File: src/design/mlae_pkg.sv
`timescale 1ns / 1ps
`default_nettype none
// ----------------------------------------------------------------------------
// MADT local APIC enumerator package
// Shared constants and types for the front end, the command queue and the
// back end of the enumerator.
// ----------------------------------------------------------------------------
package mlae_pkg;

    localparam int MAX_CPUS = 16;
    localparam int CNT_W    = $clog2(MAX_CPUS + 1);
    localparam int IDX_W    = (MAX_CPUS > 1) ? $clog2(MAX_CPUS) : 1;

    // Byte offsets inside one MADT entry.
    localparam logic [7:0] OFF_TYPE    = 8'd0;
    localparam logic [7:0] OFF_LENGTH  = 8'd1;
    localparam logic [7:0] OFF_ACPI_ID = 8'd2;
    localparam logic [7:0] OFF_APIC_ID = 8'd3;
    localparam logic [7:0] OFF_FLAGS   = 8'd4;

    localparam logic [7:0] TYPE_LOCAL_APIC = 8'd0;
    localparam logic [7:0] MIN_ENTRY_LEN   = 8'd2;
    localparam logic [7:0] LAPIC_ENTRY_LEN = 8'd8;

    localparam int QUEUE_DEPTH = 2;
    localparam int QPTR_W      = $clog2(QUEUE_DEPTH);

    // APB register map
    localparam int              APB_ADDR_W    = 3;
    localparam logic            REG_BOOT_APIC = 1'b0;

    // One classified byte handed from the front end to the back end.
    typedef struct packed {
        logic       start;      // table restarts with this byte
        logic       candidate;  // byte completed an enabled local APIC entry
        logic       halted;     // parsing is stopped after this byte
        logic [7:0] apic_id;
        logic [7:0] acpi_id;
    } mlae_cmd_t;

    typedef struct packed {
        logic       parse_stopped;
        logic [7:0] added_acpi_id;
        logic [7:0] added_apic_id;
        logic       cpu_added;
        logic [4:0] cpu_total;
    } mlae_result_t;

endpackage
`default_nettype wire

File: src/design/madt_local_apic_enumerator_unit.sv
`timescale 1ns / 1ps
`default_nettype none
// ----------------------------------------------------------------------------
// MADT local APIC enumerator
// Walks the MADT entry area one byte per transaction and builds the list of
// enabled processors, one result per byte.
// ----------------------------------------------------------------------------
// The block takes one byte of the MADT entry area per clock unless stalled and
// returns one result per byte, in order. A result passes through the queue and
// the back end's result register before it appears on the master side; with
// both sides free the block sustains one byte per cycle. That rate is set by
// the combinational framing step in the front end and the combinational
// parallel duplicate compare over the processor table in the back end, with a
// two-entry queue between them so either side can stall without losing a byte.
// Mark the first byte of a table with s_axis_tuser to clear the table and seed
// the boot processor, and the last byte with s_axis_tlast. Write the boot
// processor's APIC id at address 0 only while the block is idle.
module madt_local_apic_enumerator_unit (
    input  wire logic        aclk,
    input  wire logic        aresetn,
    // APB configuration port
    input  wire logic        psel,
    input  wire logic        penable,
    input  wire logic        pwrite,
    input  wire logic [2:0]  paddr,
    input  wire logic [31:0] pwdata,
    output logic [31:0]      prdata,
    output logic             pready,
    // Input bytes
    input  wire logic        s_axis_tvalid,
    output logic             s_axis_tready,
    input  wire logic [7:0]  s_axis_tdata,   // [7:0] data_byte
    input  wire logic        s_axis_tuser,   // [0] start_of_table
    input  wire logic        s_axis_tlast,   // end_of_table
    // Results
    output logic             m_axis_tvalid,
    input  wire logic        m_axis_tready,
    // [4:0] cpu_total, [5] cpu_added, [13:6] added_apic_id,
    // [21:14] added_acpi_id, [22] parse_stopped, [23] zero
    output logic [23:0]      m_axis_tdata
);
    import mlae_pkg::*;

    logic [7:0]   boot_apic_reg;
    logic         byte_take;
    logic         can_push;
    logic         pop;
    logic         head_valid;
    mlae_cmd_t    front_cmd;
    mlae_cmd_t    head_cmd;
    mlae_result_t result;

    assign pready = 1'b1;

    always_ff @(posedge aclk) begin
        if (!aresetn) begin
            boot_apic_reg <= 8'd0;
        end else if (psel && penable && pwrite && pready &&
                     (paddr[APB_ADDR_W-1] == REG_BOOT_APIC)) begin
            boot_apic_reg <= pwdata[7:0];
        end
    end

    always_comb begin
        if (paddr[APB_ADDR_W-1] == REG_BOOT_APIC) begin
            prdata = {24'd0, boot_apic_reg};
        end else begin
            prdata = 32'd0;
        end
    end

    assign s_axis_tready = can_push;
    assign byte_take     = s_axis_tvalid && can_push;

    mlae_front u_front (
        .aclk           (aclk),
        .aresetn        (aresetn),
        .byte_take      (byte_take),
        .data_byte      (s_axis_tdata),
        .start_of_table (s_axis_tuser),
        .end_of_table   (s_axis_tlast),
        .cmd            (front_cmd)
    );

    mlae_queue u_queue (
        .aclk       (aclk),
        .aresetn    (aresetn),
        .push       (byte_take),
        .push_cmd   (front_cmd),
        .can_push   (can_push),
        .pop        (pop),
        .head_cmd   (head_cmd),
        .head_valid (head_valid)
    );

    mlae_back u_back (
        .aclk         (aclk),
        .aresetn      (aresetn),
        .boot_apic_id (boot_apic_reg),
        .head_cmd     (head_cmd),
        .head_valid   (head_valid),
        .pop          (pop),
        .result       (result),
        .result_valid (m_axis_tvalid),
        .result_ready (m_axis_tready)
    );

    assign m_axis_tdata = {1'b0, result};

endmodule
`default_nettype wire

File: src/design/mlae_front.sv
`timescale 1ns / 1ps
`default_nettype none
// ----------------------------------------------------------------------------
// MADT enumerator front end
// Frames entries by their type and length bytes and classifies every byte
// into a command for the back end.
// ----------------------------------------------------------------------------
module mlae_front (
    input  wire logic               aclk,
    input  wire logic               aresetn,
    input  wire logic               byte_take,
    input  wire logic [7:0]         data_byte,
    input  wire logic               start_of_table,
    input  wire logic               end_of_table,
    output mlae_pkg::mlae_cmd_t     cmd
);
    import mlae_pkg::*;

    logic [7:0] offset_reg, offset_next;
    logic [7:0] type_reg, type_next;
    logic [7:0] length_reg, length_next;
    logic [7:0] acpi_reg, acpi_next;
    logic [7:0] apic_reg, apic_next;
    logic       enabled_reg, enabled_next;
    logic       halted_reg, halted_next;

    logic [7:0] offset_cur;
    logic       halted_cur;
    logic       complete;

    always_comb begin
        offset_cur   = start_of_table ? 8'd0 : offset_reg;
        halted_cur   = start_of_table ? 1'b0 : halted_reg;
        type_next    = start_of_table ? 8'd0 : type_reg;
        length_next  = start_of_table ? 8'd0 : length_reg;
        acpi_next    = start_of_table ? 8'd0 : acpi_reg;
        apic_next    = start_of_table ? 8'd0 : apic_reg;
        enabled_next = start_of_table ? 1'b0 : enabled_reg;
        halted_next  = halted_cur;
        offset_next  = offset_cur;
        complete     = 1'b0;

        if (!halted_cur) begin
            case (offset_cur)
                OFF_TYPE: begin
                    type_next = data_byte;
                end
                OFF_LENGTH: begin
                    length_next = data_byte;
                    if (data_byte < MIN_ENTRY_LEN) begin
                        halted_next = 1'b1;
                    end
                end
                OFF_ACPI_ID: begin
                    acpi_next = data_byte;
                end
                OFF_APIC_ID: begin
                    apic_next = data_byte;
                end
                OFF_FLAGS: begin
                    enabled_next = data_byte[0];
                end
                default: begin
                end
            endcase

            // The last byte of an entry is the one at offset length - 1.
            complete = !halted_next && (offset_cur != OFF_TYPE) &&
                       (({1'b0, offset_cur} + 9'd1) >= {1'b0, length_next});

            if (halted_next || complete || end_of_table) begin
                offset_next = 8'd0;
            end else begin
                offset_next = offset_cur + 8'd1;
            end
        end

        cmd.start     = start_of_table;
        cmd.candidate = complete && (type_next == TYPE_LOCAL_APIC) &&
                        (length_next >= LAPIC_ENTRY_LEN) && enabled_next;
        cmd.halted    = halted_next;
        cmd.apic_id   = apic_next;
        cmd.acpi_id   = acpi_next;
    end

    always_ff @(posedge aclk) begin
        if (!aresetn) begin
            offset_reg  <= 8'd0;
            type_reg    <= 8'd0;
            length_reg  <= 8'd0;
            acpi_reg    <= 8'd0;
            apic_reg    <= 8'd0;
            enabled_reg <= 1'b0;
            halted_reg  <= 1'b0;
        end else if (byte_take) begin
            offset_reg  <= offset_next;
            type_reg    <= type_next;
            length_reg  <= length_next;
            acpi_reg    <= acpi_next;
            apic_reg    <= apic_next;
            enabled_reg <= enabled_next;
            halted_reg  <= halted_next;
        end
    end

endmodule
`default_nettype wire

File: src/design/mlae_queue.sv
`timescale 1ns / 1ps
`default_nettype none
// ----------------------------------------------------------------------------
// MADT enumerator command queue
// Short FIFO between the front end and the back end.
// ----------------------------------------------------------------------------
module mlae_queue (
    input  wire logic               aclk,
    input  wire logic               aresetn,
    input  wire logic               push,
    input  wire mlae_pkg::mlae_cmd_t push_cmd,
    output logic                    can_push,
    input  wire logic               pop,
    output mlae_pkg::mlae_cmd_t     head_cmd,
    output logic                    head_valid
);
    import mlae_pkg::*;

    mlae_cmd_t           entry_reg [QUEUE_DEPTH];
    logic [QPTR_W-1:0]   wr_ptr_reg;
    logic [QPTR_W-1:0]   rd_ptr_reg;
    logic [QPTR_W:0]     count_reg;

    assign can_push   = (count_reg != (QPTR_W + 1)'(QUEUE_DEPTH));
    assign head_valid = (count_reg != '0);
    assign head_cmd   = entry_reg[rd_ptr_reg];

    always_ff @(posedge aclk) begin
        if (push) begin
            entry_reg[wr_ptr_reg] <= push_cmd;
        end
    end

    always_ff @(posedge aclk) begin
        if (!aresetn) begin
            wr_ptr_reg <= '0;
            rd_ptr_reg <= '0;
            count_reg  <= '0;
        end else begin
            if (push) begin
                wr_ptr_reg <= wr_ptr_reg + QPTR_W'(1);
            end
            if (pop) begin
                rd_ptr_reg <= rd_ptr_reg + QPTR_W'(1);
            end
            if (push && !pop) begin
                count_reg <= count_reg + (QPTR_W + 1)'(1);
            end else if (pop && !push) begin
                count_reg <= count_reg - (QPTR_W + 1)'(1);
            end
        end
    end

endmodule
`default_nettype wire

File: src/design/mlae_back.sv
`timescale 1ns / 1ps
`default_nettype none
// ----------------------------------------------------------------------------
// MADT enumerator back end
// Keeps the processor table, checks for duplicate APIC ids, adds processors
// and holds the result register.
// ----------------------------------------------------------------------------
module mlae_back (
    input  wire logic               aclk,
    input  wire logic               aresetn,
    input  wire logic [7:0]         boot_apic_id,
    input  wire mlae_pkg::mlae_cmd_t head_cmd,
    input  wire logic               head_valid,
    output logic                    pop,
    output mlae_pkg::mlae_result_t  result,
    output logic                    result_valid,
    input  wire logic               result_ready
);
    import mlae_pkg::*;

    logic [7:0]       apic_table_reg [MAX_CPUS];
    logic [CNT_W-1:0] count_reg, count_next;
    mlae_result_t     result_reg, result_next;
    logic             valid_reg;
    logic             duplicate;
    logic             add;

    assign pop          = head_valid && (!valid_reg || result_ready);
    assign result       = result_reg;
    assign result_valid = valid_reg;

    // Parallel compare against every occupied table slot.
    always_comb begin
        duplicate = 1'b0;
        for (int j = 0; j < MAX_CPUS; j++) begin
            if ((CNT_W'(j) < count_reg) && (apic_table_reg[j] == head_cmd.apic_id)) begin
                duplicate = 1'b1;
            end
        end
    end

    always_comb begin
        add = head_cmd.candidate && !head_cmd.start && !duplicate &&
              (count_reg < CNT_W'(MAX_CPUS));
        if (head_cmd.start) begin
            count_next = CNT_W'(1);
        end else if (add) begin
            count_next = count_reg + CNT_W'(1);
        end else begin
            count_next = count_reg;
        end
        result_next.cpu_total     = 5'(count_next);
        result_next.cpu_added     = add;
        result_next.added_apic_id = add ? head_cmd.apic_id : 8'd0;
        result_next.added_acpi_id = add ? head_cmd.acpi_id : 8'd0;
        result_next.parse_stopped = head_cmd.halted;
    end

    always_ff @(posedge aclk) begin
        if (pop) begin
            result_reg <= result_next;
            if (head_cmd.start) begin
                apic_table_reg[0] <= boot_apic_id;
            end else if (add) begin
                apic_table_reg[count_reg[IDX_W-1:0]] <= head_cmd.apic_id;
            end
        end
    end

    always_ff @(posedge aclk) begin
        if (!aresetn) begin
            count_reg <= CNT_W'(1);
            valid_reg <= 1'b0;
        end else begin
            if (pop) begin
                count_reg <= count_next;
                valid_reg <= 1'b1;
            end else if (result_ready) begin
                valid_reg <= 1'b0;
            end
        end
    end

endmodule
`default_nettype wire

File: config.mk
export PLATFORM = sky130hd
export DESIGN_NAME = madt_local_apic_enumerator_unit
export DESIGN_NICKNAME = d
export VERILOG_FILES = /design/src/design/mlae_pkg.sv /design/src/design/madt_local_apic_enumerator_unit.sv /design/src/design/mlae_front.sv /design/src/design/mlae_queue.sv /design/src/design/mlae_back.sv
export SDC_FILE = /design/constraint.sdc
export NUM_CORES = 1
export LEC_CHECK = 0
export BUFFER_PORTS_ARGS = -buffer_cell sky130_fd_sc_hd__buf_2
export CAP_MARGIN = 0
export CORE_MARGIN = 3
export CORE_UTILIZATION = 45
export DETAILED_ROUTE_END_ITERATION = 16
export GPL_TIMING_DRIVEN = 0
export PLACE_DENSITY = 0.74
export RECOVER_POWER = 25
export SYNTH_ARGS = -nofsm -noshare
export SYNTH_HDL_FRONTEND = slang
export SYNTH_SLANG_ARGS = --single-unit
export TNS_END_PERCENT = 1
File: constraint.sdc
create_clock -name aclk -period 5.6 [get_ports aclk]
set_input_delay 1.12 -clock aclk [delete_from_list [all_inputs] [get_ports aclk]]
set_output_delay 1.12 -clock aclk [all_outputs]
set_load 0.01 [all_outputs]
# After elaboration in Yosys (flattened, before gate mapping)
# Memory sizes are Yosys's and may differ from the RTL's. A register that Yosys moved wholly into a read port is not among the register bits.
# Cells that the tools add are included.
[totals] ff_bits=83 mem_bits_rw=166 inputBits=52 output_inout_bits=59 word_cells=178 mem_count=2
[mem_list] name="u_back.apic_table_reg" depth=16 word_bits=8 read_ports=16 rd_clocked_by_memory_dff=0 write_ports=1 line_no="mlae_back.sv:21" rtl="logic [7:0] apic_table_reg [MAX_CPUS];"
[mem_list] name="u_queue.entry_reg" depth=2 word_bits=19 read_ports=1 rd_clocked_by_memory_dff=1 write_ports=1 line_no="mlae_queue.sv:19" rtl="mlae_cmd_t entry_reg [QUEUE_DEPTH];"
[op_classes] add_sub_neg=7 magnitude_cmp=20 eq_ne=21 mux=62 bitwise_logic=1 reduce_logical=47
[op_table] op="8-bit 2-to-1 mux" n=18
[op_table] op="8-bit == test" n=16
[op_table] op="4-bit by 5-bit less-than comparator with 1-bit output, first input constant" n=8
[op_table] op="1-bit 2-to-1 mux" n=39
[op_table] op="1-bit logical AND" n=31
[op_table] op="3-bit by 5-bit less-than comparator with 1-bit output, first input constant" n=4
[op_table] op="8-bit by 2-bit == test with 1-bit output, second input constant" n=2
[op_table] op="8-bit logical NOT" n=2
[op_table] op="1-bit by 5-bit less-than comparator with 1-bit output, first input constant" n=2
[op_table] op="2-bit by 5-bit less-than comparator with 1-bit output, first input constant" n=2
[op_table] op="5-bit 2-to-1 mux" n=2
[op_table] op="8-bit by 1-bit adder with 9-bit output, second input constant" n=1
[op_table] op="9-bit by 8-bit greater-or-equal comparator with 1-bit output" n=1
[op_table] op="8-bit by 1-bit adder with 8-bit output, second input constant" n=1
[op_table] op="8-bit by 1-bit == test with 1-bit output, second input constant" n=1
[op_table] op="8-bit by 3-bit == test with 1-bit output, second input constant" n=1
[op_table] op="8-bit by 4-bit greater-or-equal comparator with 1-bit output, second input constant" n=1
[op_table] op="8-bit by 2-bit less-than comparator with 1-bit output, second input constant" n=1
[op_table] op="8-bit nonzero test" n=1
[op_table] op="8-bit OR reduction" n=1
[op_table] op="1-bit logical NOT" n=6
[op_table] op="2-bit nonzero test" n=3
[op_table] op="5-bit by 1-bit adder with 5-bit output, second input constant" n=1
[op_table] op="5-bit less-than comparator, second input constant" n=1
[op_table] op="other kinds (8)" n=12

# Logic depth before layout (Yosys ltp)
# An unclocked memory read counts as a cell.
[depth] word_depth=28 depth_mapped=20 mapped_depth_nobuf=17

# Modules after synthesis
# Synthesis repeated with hierarchy kept, for this count alone.
[unflattened] hier_cells=905 hier_area_um2=11295.8
[modules_own_cells] mod="mlae_back" instances=1 cells_per_inst=463 area_per_inst_um2=6707.7 seq_area_each_um2=4414.2
[modules_own_cells] mod="mlae_front" instances=1 cells_per_inst=288 area_per_inst_um2=2387.3 seq_area_each_um2=840.8
[modules_own_cells] mod="mlae_queue" instances=1 cells_per_inst=81 area_per_inst_um2=1590.3 seq_area_each_um2=1241.2
[modules_own_cells] mod="madt_local_apic_enumerator_unit" instances=1 cells_per_inst=73 area_per_inst_um2=610.6 seq_area_each_um2=160.2

# Least setup slack after synthesis
# Ideal clock, no wire load.
[synth_path] kind="input port to flip-flop" from="in s_axis_tuser" to="reg u_front.offset_reg[1]" setup_ns=0.060 arrival_time_ns=4.708 required_ns=5.540 path_slack_ns=0.832 stages=19 path_buffers=3 path_cell_list="inv_1 -> clkbuf_1 -> clkbuf_1 -> nand2_1 -> inv_1 -> ha_1 -> and3_1 -> clkbuf_1 -> o21ai_0 -> ha_1 -> nand2b_1 -> a21o_1 -> a21o_1 -> a21oi_1 -> nor2b_1 -> o21ai_0 -> a21oi_1 -> nor4_1 -> a22o_1"
[synth_via] elab_chain_cells=11 word_cells_on_any_way=19 classes_between="add/sub: 2; order compare: 1; eq/ne: 1; mux: 9; reduce/logical: 6"
[synth_rtl] item="start, declared" line_no="madt_local_apic_enumerator_unit.sv:33" rtl="input wire logic s_axis_tuser,"
[synth_rtl] item="parallel branches: the longest is 10 deep, another holds 8-bit by 1-bit adder with 9-bit output"
[synth_rtl] item="8-bit 2-to-1 mux (*)" line_no="mlae_front.sv:43" rtl="if (!halted_cur) begin"
[synth_rtl] item="end signal, assigned" line_no="mlae_front.sv:96" rtl="offset_reg <= offset_next;"
[synth_rtl] item="end, declared" line_no="mlae_front.sv:19" rtl="logic [7:0] offset_reg, offset_next;"
# Every way passes the cells marked *. The select of a mux whose other input is x is not followed.
# A chain may end at the register's enable or synchronous reset.

# Final worst setup path
[layout_path] from="in s_axis_tuser" to="reg u_front.offset_reg[5]"
# Same word-level chain as after synthesis.

==> flow_metrics.py <==
metrics = {
    "die": {
        "die-area_um2": 26200,
        "die_w_um": 162,
        "core_um2": 23700,
        "ios": 111,
        "die_y_um": 162,
        "rows": 56,
        "start_util": 0.461,
    },
    "pwr": {
        "p_leak_nw": 4.44,
        "switchingPower_mw": 1.66,
        "clkPwrFrac": 0.299,
        "combPwrFrac": 0.261,
        "vdd_ir_drop_max_mv": 0.227,
        "p_total_mw": 5.27,
        "p_per_area_nw_per_um2": 421,
        "internal_power_mw": 3.60,
        "pwr-share-seq": 0.440,
        "swShare": 0.316,
    },
    "final_layout": {
        "antenna_cells": 0,
        "largest_register_ffs": 120,
        "area_growth_pct": 14.7,
        "drive_above_1_share": 0.132,
        "fin_util": 0.529,
        "final_nets": 1089,
    },
    "cts": {
        "path_clk_slew_ns": 0.07,
        "clk_latency_ns": 0.51,
        "hold_buffers": 0,
        "cts_setup_buffers": 0,
        "htree_levels": 1,
        "clkSinkCount": 242,
        "clockBufferDepth": 3,
        "cts_made_buffers": 24,
        "root_buffer": "clkbuf_16",
        "cts.repair.resized": 1,
        "cts_tree": "done",
    },
    "placement": {
        "port_buffers": 58,
        "gp_congestion": 0.921,
        "place_ws_ns": -0.572,
        "dpl.hpwl_um": 16600,
    },
    "global_routing": {
        "grt-ovfl-total": 0,
        "grt_start_max_net_pins": 29,
        "grt_use_total": 0.188,
        "antenna_found_initial": 0,
        "grt_pass1_vias": 7069,
        "grt_pass1_wl_um": 38900,
    },
    "synthesis": {
        "ys_seq_area_frac": 0.610,
        "synth-seq-cells": 242,
        "synth_top_family_by_area": "simple AND/OR/NAND/NOR gates",
        "synth-simple-area-share": 0.133,
        "synth_compound_area_frac": 0.0723,
        "synth_largest_area_cell": "edfxtp_1",
        "synth_ff_type": "edfxtp_1",
        "synthMuxAreaShare": 0.0249,
        "synth_area_leaders": "edfxtp_1 50%, dfxtp_1 11%, xor2_1 5.4%",
        "synth_top_area_share": 0.498,
        "synth_edf_count": 181,
        "synthCells": 910,
        "synth_cell_types": 56,
        "syn-cell-area_um2": 10900,
        "yosys.area_share.xor_xnor": 0.104,
        "synth_area_per_cell_um2": 12.0,
        "synth_fa_ha_area_frac": 0.0160,
        "ys_async_sr_fraction": 0,
        "synth_warnings": 0,
    },
    "hold_path": {
        "hp-class": "reg -> reg",
    },
    "timing": {
        "period_share": 0.919,
        "worstMarginPinSlew_ns": 1.34,
        "finClkSkew_ns": 0.0170,
        "rsz0062_at_grt": "no",
        "slew_headroom": 0.0999,
        "finalSetupViolCount": 0,
        "clock.fmax_mhz": 194,
        "drv_slew": 0,
        "fin_ws_ns": 0.455,
        "fin_crit_ns": 5.14,
        "tns_ns": 0,
        "finalHoldViolCount": 0,
    },
    "critical_path": {
        "arrival_ns": 5.59,
        "worstSetupPathType": "in -> reg",
        "worst-path-max-fanout": 10,
        "cp-end-kind": "register",
        "start_kind": "primary input",
        "cp.required_ns": 6.05,
    },
    "detailed_routing": {
        "num_vias": 7359,
        "drcViolationCount": 0,
        "ant_nets": 0,
        "first_iter_violations": 615,
        "firstDrtPassIters": 5,
        "routed_wl_um": 25200,
        "avgViaCountPerCell": 5.41,
        "routedWlPerCell_um": 18.6,
    },
    "status": {
        "status": "complete, no violations",
    },
    "run": {
        "max_cap_violations": 0,
    },
}
power by group through the flow:
stage | logic [mW] | clock network [mW] | registers, mW
2_1_floorplan | 0.902 | 0 | 2.38
3_3_place_gp | 1.34 | 0 | 2.34
3_5_place_dp | 1.38 | 0 | 2.35
4_1_cts | 1.40 | 1.60 | 2.31
5_1_grt | 1.50 | 1.67 | 2.34
6_report | 1.37 | 1.58 | 2.32
metrics by stage:
step	hold slack, ns	cells	cell area (um2)
finish	0.462	1360	12500
global route	0.492	1360	12500
CTS	0.460	1358	12500
detailed placement	0.450	1314	11800
global placement	0.447	1311	11700
floorplan	0.436	934	11000
placed cells by master, fill, tap and decap left out, types with 16 or more instances in the layout:
master,netlist,routed
a31o_2,17,17
buf_4,27,28
nand2_1,61,61
xor2_1,67,67
and3_1,28,28
nor4_1,25,21
xnor2_1,63,63
clkbuf_16,0,25
clkbuf_1,30,73
buf_2,9,32
edfxtp_1,181,181
a21oi_1,34,34
nor2_1,89,89
conb_1,2,26
nor3_1,39,39
dfxtp_1,61,61
nand3_1,16,16
area by class of cell:
class / instances / area [um2]
Timing Repair Buffer: 63 / 284
Tap cell: 319 / 399
Sequential cell: 242 / 6660
Buffer: 69 / 379
Multi-Input combinational cell: 611 / 3980
Fill cell: 2056 / 11200
Clock inverter: 14 / 135
Clock buffer: 30 / 644
Inverter: 12 / 45.0
routing by layer:
layer | vias up | GRT usage | routed length [um]
met2 | 337 | 0.304 | 11800
met3 | 54 | 0.0293 | 1950
li1 | 3471 | - | -
met4 | 0 | 0.0721 | 791
met5 | - | 0 | 0
met1 | 3497 | 0.258 | 10700
synth_stat cells, types with 3 or more instances:
library cell and n:
a2111oi_0 3, a211oi_1 3, a21oi_1 34, a22o_1 7, a22oi_1 11, a31o_2 17, a31oi_1 3, and3_1 28
buf_2 9, buf_4 27, clkbuf_1 30, dfxtp_1 61, edfxtp_1 181, ha_1 14, inv_1 9, mux2i_1 13
mux2i_2 7, nand2_1 61, nand2b_1 5, nand3_1 16, nand4_1 12, nor2_1 89, nor2b_1 10, nor3_1 39
nor4_1 25, o211ai_1 3, o21a_1 4, o21ai_0 10, o21ai_1 11, or4_1 5, xnor2_1 63, xor2_1 67
final timing paths:
path | slack [ns] | cells past startpoint | start | end
worst min-delay path | 0.46 | 2 | u_front.enabled_reg$_SDFFE_PN0P_ | u_front.enabled_reg$_SDFFE_PN0P_
worst min register to register | 0.46 | 2 | u_front.enabled_reg$_SDFFE_PN0P_ | u_front.enabled_reg$_SDFFE_PN0P_
worst max-delay path | 0.46 | 20 | s_axis_tuser | u_front.offset_reg[5]$_SDFFE_PN0P_
worst max register to register | 0.61 | 10 | register | u_back.apic_table_reg[12][3]$_DFFE_PP_
logic make-up (layout without fill, tap and decap cells):
family                     count (synthesis)  after routing
xor gates and xnor gates                 130            130
DFF                                      242            242
muxes                                     23             23
buffers and inverters                     81            188
other                                      2             26
and+or+nand+nor                          300            300
AOI/OAI and AO/OA                        118            118
adders and majority gates                 14             14
worst max-delay path, stage by stage:
cell and delay [ns]:
clkbuf_1 0.16, inv_1 0.18, clkbuf_1 0.35, clkbuf_1 0.45, nand2_1 0.18, inv_1 0.14, ha_1 0.16, and3_1 0.14
clkbuf_1 0.37, o21ai_0 0.27, ha_1 0.32, nand2b_1 0.14, a21o_1 0.17, a21o_1 0.18, a21oi_1 0.14, nor2b_1 0.06
o21ai_0 0.15, a21oi_1 0.16, nor4_4 0.51, a22o_1 0.23
(Power assumes the default switching activity.)
